--- config.mk ---
export PLATFORM = sky130hd
export DESIGN_NAME = bsmm_cell
export DESIGN_NICKNAME = d
export VERILOG_FILES = /design/src/rtl/core/bsmm_pkg.sv /design/src/rtl/core/bsmm_cell.sv
export SDC_FILE = /design/constraint.sdc
export NUM_CORES = 1
export LEC_CHECK = 0
export BUFFER_PORTS_ARGS = -buffer_cell sky130_fd_sc_hd__buf_2
export CAP_MARGIN = 10
export CORE_MARGIN = 3
export CORE_UTILIZATION = 40
export DETAILED_ROUTE_END_ITERATION = 6
export GPL_ROUTABILITY_DRIVEN = 0
export GPL_TIMING_DRIVEN = 0
export HOLD_SLACK_MARGIN = 0.12
export PLACE_DENSITY = 0.73
export SLEW_MARGIN = 25
export SYNTH_ARGS = -nofsm -noshare
export SYNTH_HDL_FRONTEND = slang
export SYNTH_SLANG_ARGS = --single-unit
--- constraint.sdc ---
create_clock -name clk_i -period 6.75 [get_ports clk_i]
set_input_delay 1.6875 -clock clk_i [delete_from_list [all_inputs] [get_ports clk_i]]
set_output_delay 1.6875 -clock clk_i [all_outputs]
set_load 0.03 [all_outputs]
--- src/rtl/core/bsmm_pkg.sv ---
`default_nettype none

package bsmm_pkg;

  // Storage depth default
  localparam int unsigned MAX_ENTRIES_DEF = 64;

  // Field widths
  localparam int unsigned ValW = 32;
  localparam int unsigned CapW = 7;
  localparam int unsigned ActW = 2;
  localparam int unsigned StW  = 2;

  typedef enum logic [ActW-1:0] {
    ACT_ADD   = 2'd0,
    ACT_CLEAR = 2'd1,
    ACT_QUERY = 2'd2,
    ACT_NOP   = 2'd3
  } action_e;

  typedef enum logic [StW-1:0] {
    ST_OK   = 2'd0,
    ST_FULL = 2'd1,
    ST_FEW  = 2'd2
  } status_e;

  typedef enum logic {
    S_IDLE = 1'b0,
    S_SCAN = 1'b1
  } state_e;

  // Controls broadcast to every cell of the chain
  typedef struct packed {
    logic ins_en;     // insert new_key this cycle
    logic scan_load;  // load each cell's gap into its min register
    logic scan_step;  // fold right neighbor's min into own
  } chain_ctl_t;

  // Flip the sign bit so unsigned order matches signed order
  function automatic logic [ValW-1:0] to_key(input logic [ValW-1:0] v);
    to_key = v ^ {1'b1, {(ValW-1){1'b0}}};
  endfunction

endpackage

`default_nettype wire

--- src/rtl/core/bsmm_cell.sv ---
`default_nettype none

module bsmm_cell #(
  parameter int unsigned Idx  = 0,
  parameter int unsigned CntW = 7
) (
  input  wire logic                      clk_i,
  input  wire bsmm_pkg::chain_ctl_t      ctl_i,
  input  wire logic [CntW-1:0]           count_i,
  input  wire logic [bsmm_pkg::ValW-1:0] new_key_i,
  input  wire logic [bsmm_pkg::ValW-1:0] left_key_i,
  input  wire logic                      left_gt_i,
  input  wire logic [bsmm_pkg::ValW-1:0] right_min_i,
  output logic      [bsmm_pkg::ValW-1:0] key_o,
  output logic                           gt_o,
  output logic      [bsmm_pkg::ValW-1:0] min_o
);
  import bsmm_pkg::*;

  localparam logic [CntW-1:0] MyIdx = CntW'(Idx);

  logic [ValW-1:0] key_q, key_d;
  logic [ValW-1:0] min_q, min_d;
  logic            occ;
  logic            at_end;
  logic [ValW-1:0] gap;

  assign occ    = (MyIdx < count_i);
  assign at_end = (MyIdx == count_i);
  assign gt_o   = occ && (key_q > new_key_i);

  // Gap to left neighbor; empty slots and the head give all ones
  always_comb begin
    if (Idx == 0 || !occ) begin
      gap = '1;
    end else begin
      gap = key_q - left_key_i;
    end
  end

  // Sorted insert: larger keys move one cell right, new key drops in the hole
  always_comb begin
    key_d = key_q;
    if (ctl_i.ins_en) begin
      if (left_gt_i) begin
        key_d = left_key_i;
      end else if (gt_o || at_end) begin
        key_d = new_key_i;
      end
    end
  end

  // Running minimum flows toward the head
  always_comb begin
    min_d = min_q;
    if (ctl_i.scan_load) begin
      min_d = gap;
    end else if (ctl_i.scan_step) begin
      min_d = (right_min_i < min_q) ? right_min_i : min_q;
    end
  end

  always_ff @(posedge clk_i) begin
    key_q <= key_d;
    min_q <= min_d;
  end

  assign key_o = key_q;
  assign min_o = min_q;

endmodule

`default_nettype wire

==> results of run 1 <==
per-stage QoR:
stage | power (W) | setup TNS, ps | worst slack [ps]
after floorplan | 0.000696 | 0 | 1110
after global placement | 0.000802 | -10160 | -319
after detailed placement | 0.000815 | 0 | 1500
after CTS | 0.00109 | 0 | 1490
after global routing | 0.00115 | 0 | 1360
final | 0.00108 | 0 | 1480
cells in the final DEF, fill, tap and decap left out, types with 4 or more instances in the layout:
cell	Yosys	layout
nand3_1	4	4
ha_1	63	63
mux2i_1	32	32
nand2_1	44	44
dfxtp_1	32	32
inv_1	68	68
clkbuf_8	0	9
nor2_1	68	68
buf_2	0	170
a21oi_1	23	23
a21o_1	7	7
edfxtp_1	32	32
nand4_1	11	11
clkbuf_1	14	15
o21ai_0	44	43
worst register-to-register path, stage by stage, from the launching register on:
cell      delay (ps)
edfxtp_1         420
ha_1             320
nand4_1          180
nor4_1           490
a32oi_1          170
nand3_1          100
a21oi_1           80
o21ai_4          510
buf_16           240
power groups by stage:
stage	Clock, W	Sequential [W]	Combinational [W]
2_1_floorplan	0	0.000550	0.000146
3_3_place_gp	0	0.000483	0.000319
3_5_place_dp	0	0.000483	0.000333
4_1_cts	0.000284	0.000474	0.000335
5_1_grt	0.000305	0.000479	0.000368
6_report	0.000277	0.000474	0.000330
worst max path at each step:
stage               slack, ps  cells past startpoint                   to
CTS                      1490                      9                 gt_o
detailed placement       1500                     10                 gt_o
global route             1360                     10                 gt_o
global placement         -320                      8  key_o[12]$_DFFE_PP_
finish                   1480                      9                 gt_o
floorplan                1110                      8   key_o[0]$_DFFE_PP_
registers in the layout (all words and copies together) (netlist names):
signal and flops:
key_o 32, min_o 32
layer usage:
metal,GRT usage,vias to the layer above,share of wire
li1,-,1979,-
met1,0.212,1789,0.41
met2,0.344,140,0.50
met3,0.0460,8,0.080
met4,0.0514,0,0.011
met5,0,-,0
cells by family after synthesis:
family / synth area share
AOI/OAI and AO/OA: 0.115
adders and majority gates: 0.188
buffers and inverters: 0.0841
DFF: 0.382
muxes: 0.0790
and+or+nand+nor: 0.153
cell type report:
class | instances | area, um^2 | share of cell area
multi-input combinational | 322 | 2250 | 0.417
buffer | 17 | 97.6 | 0.0180
sequential | 64 | 1600 | 0.296
tap | 133 | 166 | 0.0308
clock inverter | 6 | 26.3 | 0.00486
inverter | 68 | 255 | 0.0472
clock buffer | 10 | 128 | 0.0236
timing repair buffer | 171 | 878 | 0.162
==> summary.txt, run 1 <==
Detailed routing
  • Drt wl/cell: 14.0 um
  • DRT Pass-1 Iters: 4
  • DR vias: 3916
  • ANT nets after route: 0
  • Drt drc: 0
  • DR iter-0 viols: 231
  • Routed Wire Length: 11.1 mm
  • Vias per cell: 4.95

Clocking
  • Reg clk slew, reported paths: 70 ps
  • CTS Hold Bufs: 0
  • H-Tree Depth: 3
  • Setup Buffers After CTS: 0
  • Post-cts sizing count: 0
  • Clock Tree Root: clkbuf_8
  • Clk_lat worst skew: 340 ps
  • Num CTS Buffers: 9
  • Clock buffer depth: 2
  • CTS tree: yes
  • CTS Sinks: 64

Synth
  • Ys async rst share: 0
  • Synth area leader: edfxtp_1
  • Synthesized Nets: 642
  • Synth top cells by count: inv_1, nor2_1, ha_1, nand2_1, o21ai_0
  • Sequential cell area fraction in the yosys report: 0.382
  • Mapped Cells: 471
  • Syn_area_per_cell: 8.91 um^2
  • Mapped cell area: 4200 um^2
  • Share of the synthesized area in the top cell type: 0.229
  • Synthesis-stage register bit count: 64
  • Number of synthesized flops with an enable pin: 32
  • Yosys warning total: 0
  • Yosys cell types: 33
  • Synth top area cells: edfxtp_1, ha_1, dfxtp_1, mux2i_1, inv_1
  • Top_reg_cell synth: edfxtp_1

Critical path
  • RR Startpoint: key_o[31]$_DFFE_PP_
  • Buf+Inv Stages, Crit Path: 3
  • CP endpoint kind: primary output
  • Most used cell, CP: buf_2
  • R2R setup slack: 3940 ps
  • CP Max Fanout: 3
  • Kind of critical path: in2out
  • FF-to-FF path depth: 8
  • Worst EP required: 5060 ps
  • Worst path slowest cell: nor4_1
  • CP arrival: 3580 ps
  • Critical path, cell by cell: buf_2, inv_1, ha_1, nand4_1, nor4_1, a21o_1, a21oi_1, nor3_1, buf_2
  • Startpoint Class: primary input
  • Critical path's largest stage delay: 550 ps
  • Delay-heaviest family, CP: simple AND/OR/NAND/NOR gates
  • RR Endpoint: key_o[11]$_DFFE_PP_
  • Worst Setup SP: new_key_i[14]

Die
  • Die span in y: 108 um
  • Num rows: 36
  • Die area: 11800 um^2
  • Initial Util: 0.420
  • Core area: 10000 um^2
  • Horiz. Die Dim: 108 um
  • Boundary pin count: 173

STA
  • FMAX: 0.190 GHz
  • Pins Over Slew Limit: 0
  • Slew @ Worst Pin: 543 ps
  • Tcrit/Tclk final: 0.781
  • Clock Skew: 5.70 ps
  • Final setup viols: 0
  • Min cycle time layout: 5270 ps
  • RSZ-0062 raised after global routing: no
  • Final Hold Fails: 0
  • Max transition margin: 0.635
  • WHS: 528 ps

Final layout
  • Design Area, Final: 5410 um^2
  • Final-stage net count: 824
  • Synth-to-Final Area Change: 28.8%
  • Share of post-route cells with drive strength above 1: 0.298
  • Fin util: 0.541
  • Filler instances: 929
  • N_diodes: 0
  • Non-filler instance count after layout: 791

Flow run
  • Number of max-cap violations: 0

Power and ir drop
  • Worst IR Drop VDD: 0.000109 V
  • Clock Power Share: 0.257
  • Seq pwr share: 0.438
  • Sw power: 0.000378 W
  • Combinational share of power: 0.305
  • Pwr dens: 200 nW/um^2
  • Int Power: 0.000703 W
  • Sw frac: 0.350
  • Pleak: 2.93 nW

Global route
  • Initial antenna violation count: 0
  • GRT Util Overall: 0.186
  • Pin count of the biggest net entering global routing: 21
  • Global route overflow: 0
  • Vias in the first global route: 3797
  • First-pass GRT wire length: 17.3 mm

Placement
  • Post-DP Area: 5250 um^2
  • Port Buffers: 170
  • Placed Instances: 775
  • Detailed Place HPWL: 9.21 mm

Worst hold path
  • Hold wc startpoint: min_o[13]$_SDFFE_PP1P_
  • Worst Hold Class: reg2reg
  • Hold path endpoint: min_o[13]$_SDFFE_PP1P_
  • Worst hold path depth: 2

Outcome
  • Status: finished clean
Note: power is estimated with default switching activity, not from simulation.
==> inputs of run 2 (changes only) <==
--- a/config.mk
+++ b/config.mk
@@ -13,7 +13,7 @@
 export GPL_ROUTABILITY_DRIVEN = 0
 export GPL_TIMING_DRIVEN = 0
 export HOLD_SLACK_MARGIN = 0.12
-export PLACE_DENSITY = 0.73
+export PLACE_DENSITY = 0.76
 export SLEW_MARGIN = 25
 export SYNTH_ARGS = -nofsm -noshare
 export SYNTH_HDL_FRONTEND = slang
==> constraint.sdc (replaced) <==
create_clock -name clk_i -period 4.6 [get_ports clk_i]
set_input_delay 1.15 -clock clk_i [delete_from_list [all_inputs] [get_ports clk_i]]
set_output_delay 1.15 -clock clk_i [all_outputs]
set_load 0.03 [all_outputs]
==> summary.txt, run 2 (synthesized netlist as in run 1, its figures left out) <==
Placement
  • Detailed Place HPWL: 9.52 mm (+3.3%)
  • Worst slack, placed: 195 ps (-1300 ps)
  • Port Buffers: 170 (unchanged)

Worst hold path
  • Worst Hold Class: reg2reg

Critical path
  • R2R setup slack: 1700 ps (-2240 ps)
  • Worst EP required: 3450 ps (-1610 ps)
  • CP Max Fanout: 4 (+1)
  • Startpoint Class: primary input
  • CP endpoint kind: primary output
  • Kind of critical path: in2out
  • CP arrival: 3130 ps (-450 ps)

Clocking
  • Clock buffer depth: 2 (unchanged)
  • Clock Tree Root: clkbuf_8
  • CTS Sinks: 64 (unchanged)
  • Num CTS Buffers: 9 (unchanged)
  • Setup Buffers After CTS: 0 (unchanged)
  • CTS tree: yes
  • Clk_lat worst skew: 340 ps (about the same)
  • H-Tree Depth: 3 (unchanged)
  • Reg clk slew, reported paths: 70 ps (about the same)

Final layout
  • Register area: 1600 um^2 (unchanged)
  • Final-stage net count: 824 (unchanged)
  • Filler instances: 917 (-1.3%)
  • Share of post-route cells with drive strength above 1: 0.298 (unchanged)
  • Synth-to-Final Area Change: 29.2%
  • Multi-input gate area: 2260 um^2 (+0.28%)
  • N_diodes: 0 (unchanged)
  • Fin util: 0.542 (+0.00138)
  • Most frequent cells in the layout: buf_2, inv_1, nor2_1, ha_1, nand2_1
  • Most common cell after layout, fill and taps aside: buf_2

STA
  • Clock Skew: 5.81 ps (+0.117 ps)
  • Min cycle time layout: 4280 ps
  • Final WS setup: 320 ps (-1160 ps)
  • Slew @ Worst Pin: 622 ps (+79.0 ps)
  • Tcrit/Tclk final: 0.930
  • Final setup viols: 0 (unchanged)
  • Pins Over Slew Limit: 0 (unchanged)
  • WHS: 528 ps (-0.400 ps)
  • RSZ-0062 raised after global routing: no
  • FMAX: 0.234 GHz
  • Max transition margin: 0.584 (-0.0509)
  • Final Hold Fails: 0 (unchanged)

Global route
  • Pin count of the biggest net entering global routing: 18 (-14%)
  • First-pass GRT wire length: 18.3 mm (+5.3%)
  • Vias in the first global route: 3981 (+4.8%)
  • Initial antenna violation count: 0 (unchanged)
  • GRT Util Overall: 0.197 (+0.0114)
  • Global route overflow: 0 (unchanged)

Die
  • Horiz. Die Dim: 108 um (unchanged)
  • Die area: 11800 um^2 (unchanged)
  • Die span in y: 108 um (unchanged)
  • Boundary pin count: 173 (unchanged)
  • Core area: 10000 um^2 (unchanged)
  • Initial Util: 0.420 (unchanged)
  • Num rows: 36 (unchanged)

Outcome
  • Status: finished clean

Detailed routing
  • Drt wl/cell: 14.8 um (+5.6%)
  • DRT Pass-1 Iters: 4 (unchanged)
  • DR iter-0 viols: 201 (-13%)
  • Routed Wire Length: 11.7 mm (+5.6%)
  • ANT nets after route: 0 (unchanged)
  • Vias per cell: 5.05 (+1.9%)
  • Drt drc: 0 (unchanged)
  • DR vias: 3991 (+1.9%)

Power and ir drop
  • Pwr dens: 297 nW/um^2 (+49%)
  • Worst IR Drop VDD: 0.000153 V (+40%)
  • Pleak: 2.93 nW (about the same)

Flow run
  • Number of max-cap violations: 0 (unchanged)
-- run 2: per-layer routing --
layer	share of wire	vias up	wire, um	global-route usage
met3	0.095	21	1110	0.0525
met2	0.50	167	5800	0.359
met4	0.023	0	265	0.0875
met5	0	-	0	0
li1	-	1982	-	-
met1	0.39	1821	4530	0.213
-- run 2: final timing paths --
kind | startpoint | endpoint | depth (start not counted)
setup reg to reg | key_o[30]$_DFFE_PP_ | key_o[14]$_DFFE_PP_ | 8
hold reg to reg | min_o[13]$_SDFFE_PP1P_ | min_o[13]$_SDFFE_PP1P_ | 2
setup / recovery | new_key_i[31] | gt_o | 10
hold / removal | min_o[13]$_SDFFE_PP1P_ | min_o[13]$_SDFFE_PP1P_ | 2
-- run 2: timing repair --
action | in CTS | in global routing
resized for setup | 0 | 1
endpoints found under the setup margin | 0 | 1
hold buffers | 0 | 0
-- run 2: area by class of cell --
type / count / share of cell area
plain buffers: 17 / 0.0180
repair buffers: 171 / 0.162
well taps: 133 / 0.0307
flip-flops and latches: 64 / 0.295
inverters: 68 / 0.0471
clock buffers: 15 / 0.0288
clock inverters: 1 / 0.000923
multi-input cells: 322 / 0.417
-- run 2: power by group --
part           switching [W]  internal, W  total [W]  leakage, nW
clock network       0.000211     0.000211   0.000422       0.0817
registers          0.0000340     0.000661   0.000695        0.576
logic               0.000309     0.000185   0.000493         2.27
-- run 2: metrics by stage --
step	total power [W]	cell area, um^2	setup TNS [ps]	instances
2_1_floorplan	0.00102	4200	0	471
3_3_place_gp	0.00118	5220	-21720	774
6_report	0.00161	5420	0	791
3_5_place_dp	0.00120	5250	0	775
5_1_grt	0.00170	5420	0	791
4_1_cts	0.00163	5420	0	791
-- run 2: worst max-delay path, stage by stage --
cell	delay [ps]
buf_2	80
inv_1	40
ha_1	290
nand4_1	200
nor4_2	470
a32oi_1	160
nand3_1	150
a21oi_1	100
nor3_1	230
buf_2	230
==> inputs of run 3 (changes only) <==
--- a/config.mk
+++ b/config.mk
@@ -7,13 +7,15 @@
 export LEC_CHECK = 0
 export BUFFER_PORTS_ARGS = -buffer_cell sky130_fd_sc_hd__buf_2
 export CAP_MARGIN = 10
+export CELL_PAD_IN_SITES_DETAIL_PLACEMENT = 1
+export CELL_PAD_IN_SITES_GLOBAL_PLACEMENT = 2
 export CORE_MARGIN = 3
-export CORE_UTILIZATION = 40
+export CORE_UTILIZATION = 25
 export DETAILED_ROUTE_END_ITERATION = 6
 export GPL_ROUTABILITY_DRIVEN = 0
 export GPL_TIMING_DRIVEN = 0
 export HOLD_SLACK_MARGIN = 0.12
-export PLACE_DENSITY = 0.76
+export PLACE_DENSITY = 0.82
 export SLEW_MARGIN = 25
 export SYNTH_ARGS = -nofsm -noshare
 export SYNTH_HDL_FRONTEND = slang
==> summary.txt, run 3 (synthesized netlist as in run 1, its figures left out) <==
Clocking
  • CTS Hold Bufs: 0 (unchanged)
  • CTS tree: yes
  • Num CTS Buffers: 9 (unchanged)
  • Setup Buffers After CTS: 0 (unchanged)
  • Clk_lat worst skew: 340 ps (about the same)
  • Clock Tree Root: clkbuf_16
  • CTS Sinks: 64 (unchanged)
  • H-Tree Depth: 3 (unchanged)
  • Post-cts sizing count: 0 (unchanged)
  • Clock buffer depth: 2 (unchanged)
  • Reg clk slew, reported paths: 50 ps (-20 ps)

Detailed routing
  • Drt wl/cell: 16.0 um (+7.7%)
  • ANT nets after route: 0 (unchanged)
  • Vias per cell: 4.62 (-8.5%)
  • DR vias: 4046 (+1.4%)
  • Drt drc: 0 (unchanged)
  • DR iter-0 viols: 87 (-57%)
  • Routed Wire Length: 14.0 mm (+19%)
  • DRT Pass-1 Iters: 4 (unchanged)

Critical path
  • CP arrival: 3260 ps (+130 ps)
  • CP endpoint kind: primary output
  • Worst EP required: 3450 ps (about the same)
  • Worst Setup SP: new_key_i[15]
  • RR Startpoint: key_o[14]$_DFFE_PP_
  • Kind of critical path: in2out
  • CP Max Fanout: 3 (-1)
  • Startpoint Class: primary input

Global route
  • Met1 usage: 0.163 (-0.0503)
  • GR peak layer: met2
  • Pin count of the biggest net entering global routing: 18 (unchanged)
  • Initial antenna violation count: 4 (+4)
  • Met2 usage: 0.272 (-0.0874)
  • M3 GR Usage: 0.0509 (-0.00165)
  • Global route overflow: 0 (unchanged)
  • GRT Util Overall: 0.150 (-0.0473)
  • First-pass GRT wire length: 21.7 mm (+19%)
  • Vias in the first global route: 4331 (+8.8%)

Flow run
  • Number of max-cap violations: 0 (unchanged)

STA
  • Max transition margin: 0.559 (-0.0253)
  • Final Hold Fails: 0 (unchanged)
  • Min cycle time layout: 4410 ps (+125 ps)
  • RSZ-0062 raised after global routing: no
  • FMAX: 0.227 GHz (-2.8%)
  • Pins Over Slew Limit: 0 (unchanged)
  • Sum Neg Setup Slack: 0 ps (unchanged)
  • Tcrit/Tclk final: 0.958 (+0.0272)
  • Final setup viols: 0 (unchanged)
  • Slew @ Worst Pin: 659 ps (+37.9 ps)
  • Clock Skew: 7.34 ps (+1.52 ps)

Placement
  • Port Buffers: 170 (unchanged)
  • Detailed Place HPWL: 11.6 mm (+22%)
  • Post-DP Area: 5360 um^2 (+2.0%)

Worst hold path
  • Worst Hold Class: reg2reg
  • Hold wc startpoint: min_o[3]$_SDFFE_PP1P_

Die
  • Initial Util: 0.260 (-0.160)
  • Horiz. Die Dim: 136 um (+25%)
  • Die span in y: 136 um (+25%)
  • Core area: 16200 um^2 (+62%)
  • Boundary pin count: 173 (unchanged)
  • Die area: 18400 um^2 (+56%)
  • Num rows: 46 (+28%)

Power and ir drop
  • Pwr dens: 328 nW/um^2 (+10%)
  • Pleak: 2.98 nW (+1.7%)
  • Worst IR Drop VDD: 0.000159 V (+4.0%)

Final layout
  • Synth-to-Final Area Change: 34.4%
  • Most frequent cells in the layout: buf_2, inv_1, nor2_1, ha_1, nand2_1
  • Share of post-route cells with drive strength above 1: 0.298 (unchanged)
  • Most common cell after layout, fill and taps aside: buf_2
  • Design Area, Final: 5640 um^2 (+4.0%)
  • Final-stage net count: 824 (unchanged)

Outcome
  • Status: finished clean
## run 3: layout make-up
type,instances,area (um^2)
sequential,64,1600
fill,1985,10500
antenna,2,5.00
clock buffer,16,272
multi-input combinational,322,2260
inverter,68,255
tap,216,270
buffer,17,97.6
timing repair buffer,171,878
## run 3: worst paths after layout
path,to,slack (ps),depth (start not counted)
max,gt_o,190,9
min,min_o[3]$_SDFFE_PP1P_,530,2
max reg2reg,key_o[21]$_DFFE_PP_,1710,7
min reg2reg,min_o[3]$_SDFFE_PP1P_,530,2
## run 3: through the flow
stage / util / worst slack, ps / instances / power, W / hold WS (ps)
detailed placement: 0.331 / 36.7 / 858 / 0.00122 / 524
global placement: 0.329 / -783 / 857 / 0.00119 / 508
finish: 0.349 / 194 / 876 / 0.00185 / 528
global route: 0.349 / 3.00 / 875 / 0.00195 / 550
CTS: 0.348 / 32.9 / 874 / 0.00188 / 534
floorplan: - / 361 / 471 / 0.00102 / 640
## run 3: metal layers
metal	share of wire	vias up	routed length, um
li1	-	1987	-
met1	0.41	1894	5710
met2	0.48	137	6780
met3	0.086	22	1210
met4	0.017	6	239
met5	0.0031	-	43
## run 3: report_power, final
group          total (W)  switching (W)  internal (W)
Combinational   0.000503       0.000317      0.000186
Sequential      0.000698      0.0000358      0.000662
Clock           0.000647       0.000252      0.000396
## run 3: critical path, cell delays in order
cell and delay (ps):
buf_2 90, inv_1 50, ha_1 300, nand4_1 190, nor4_1 540, a21o_1 180
a21oi_1 110, nor3_1 380, buf_2 270
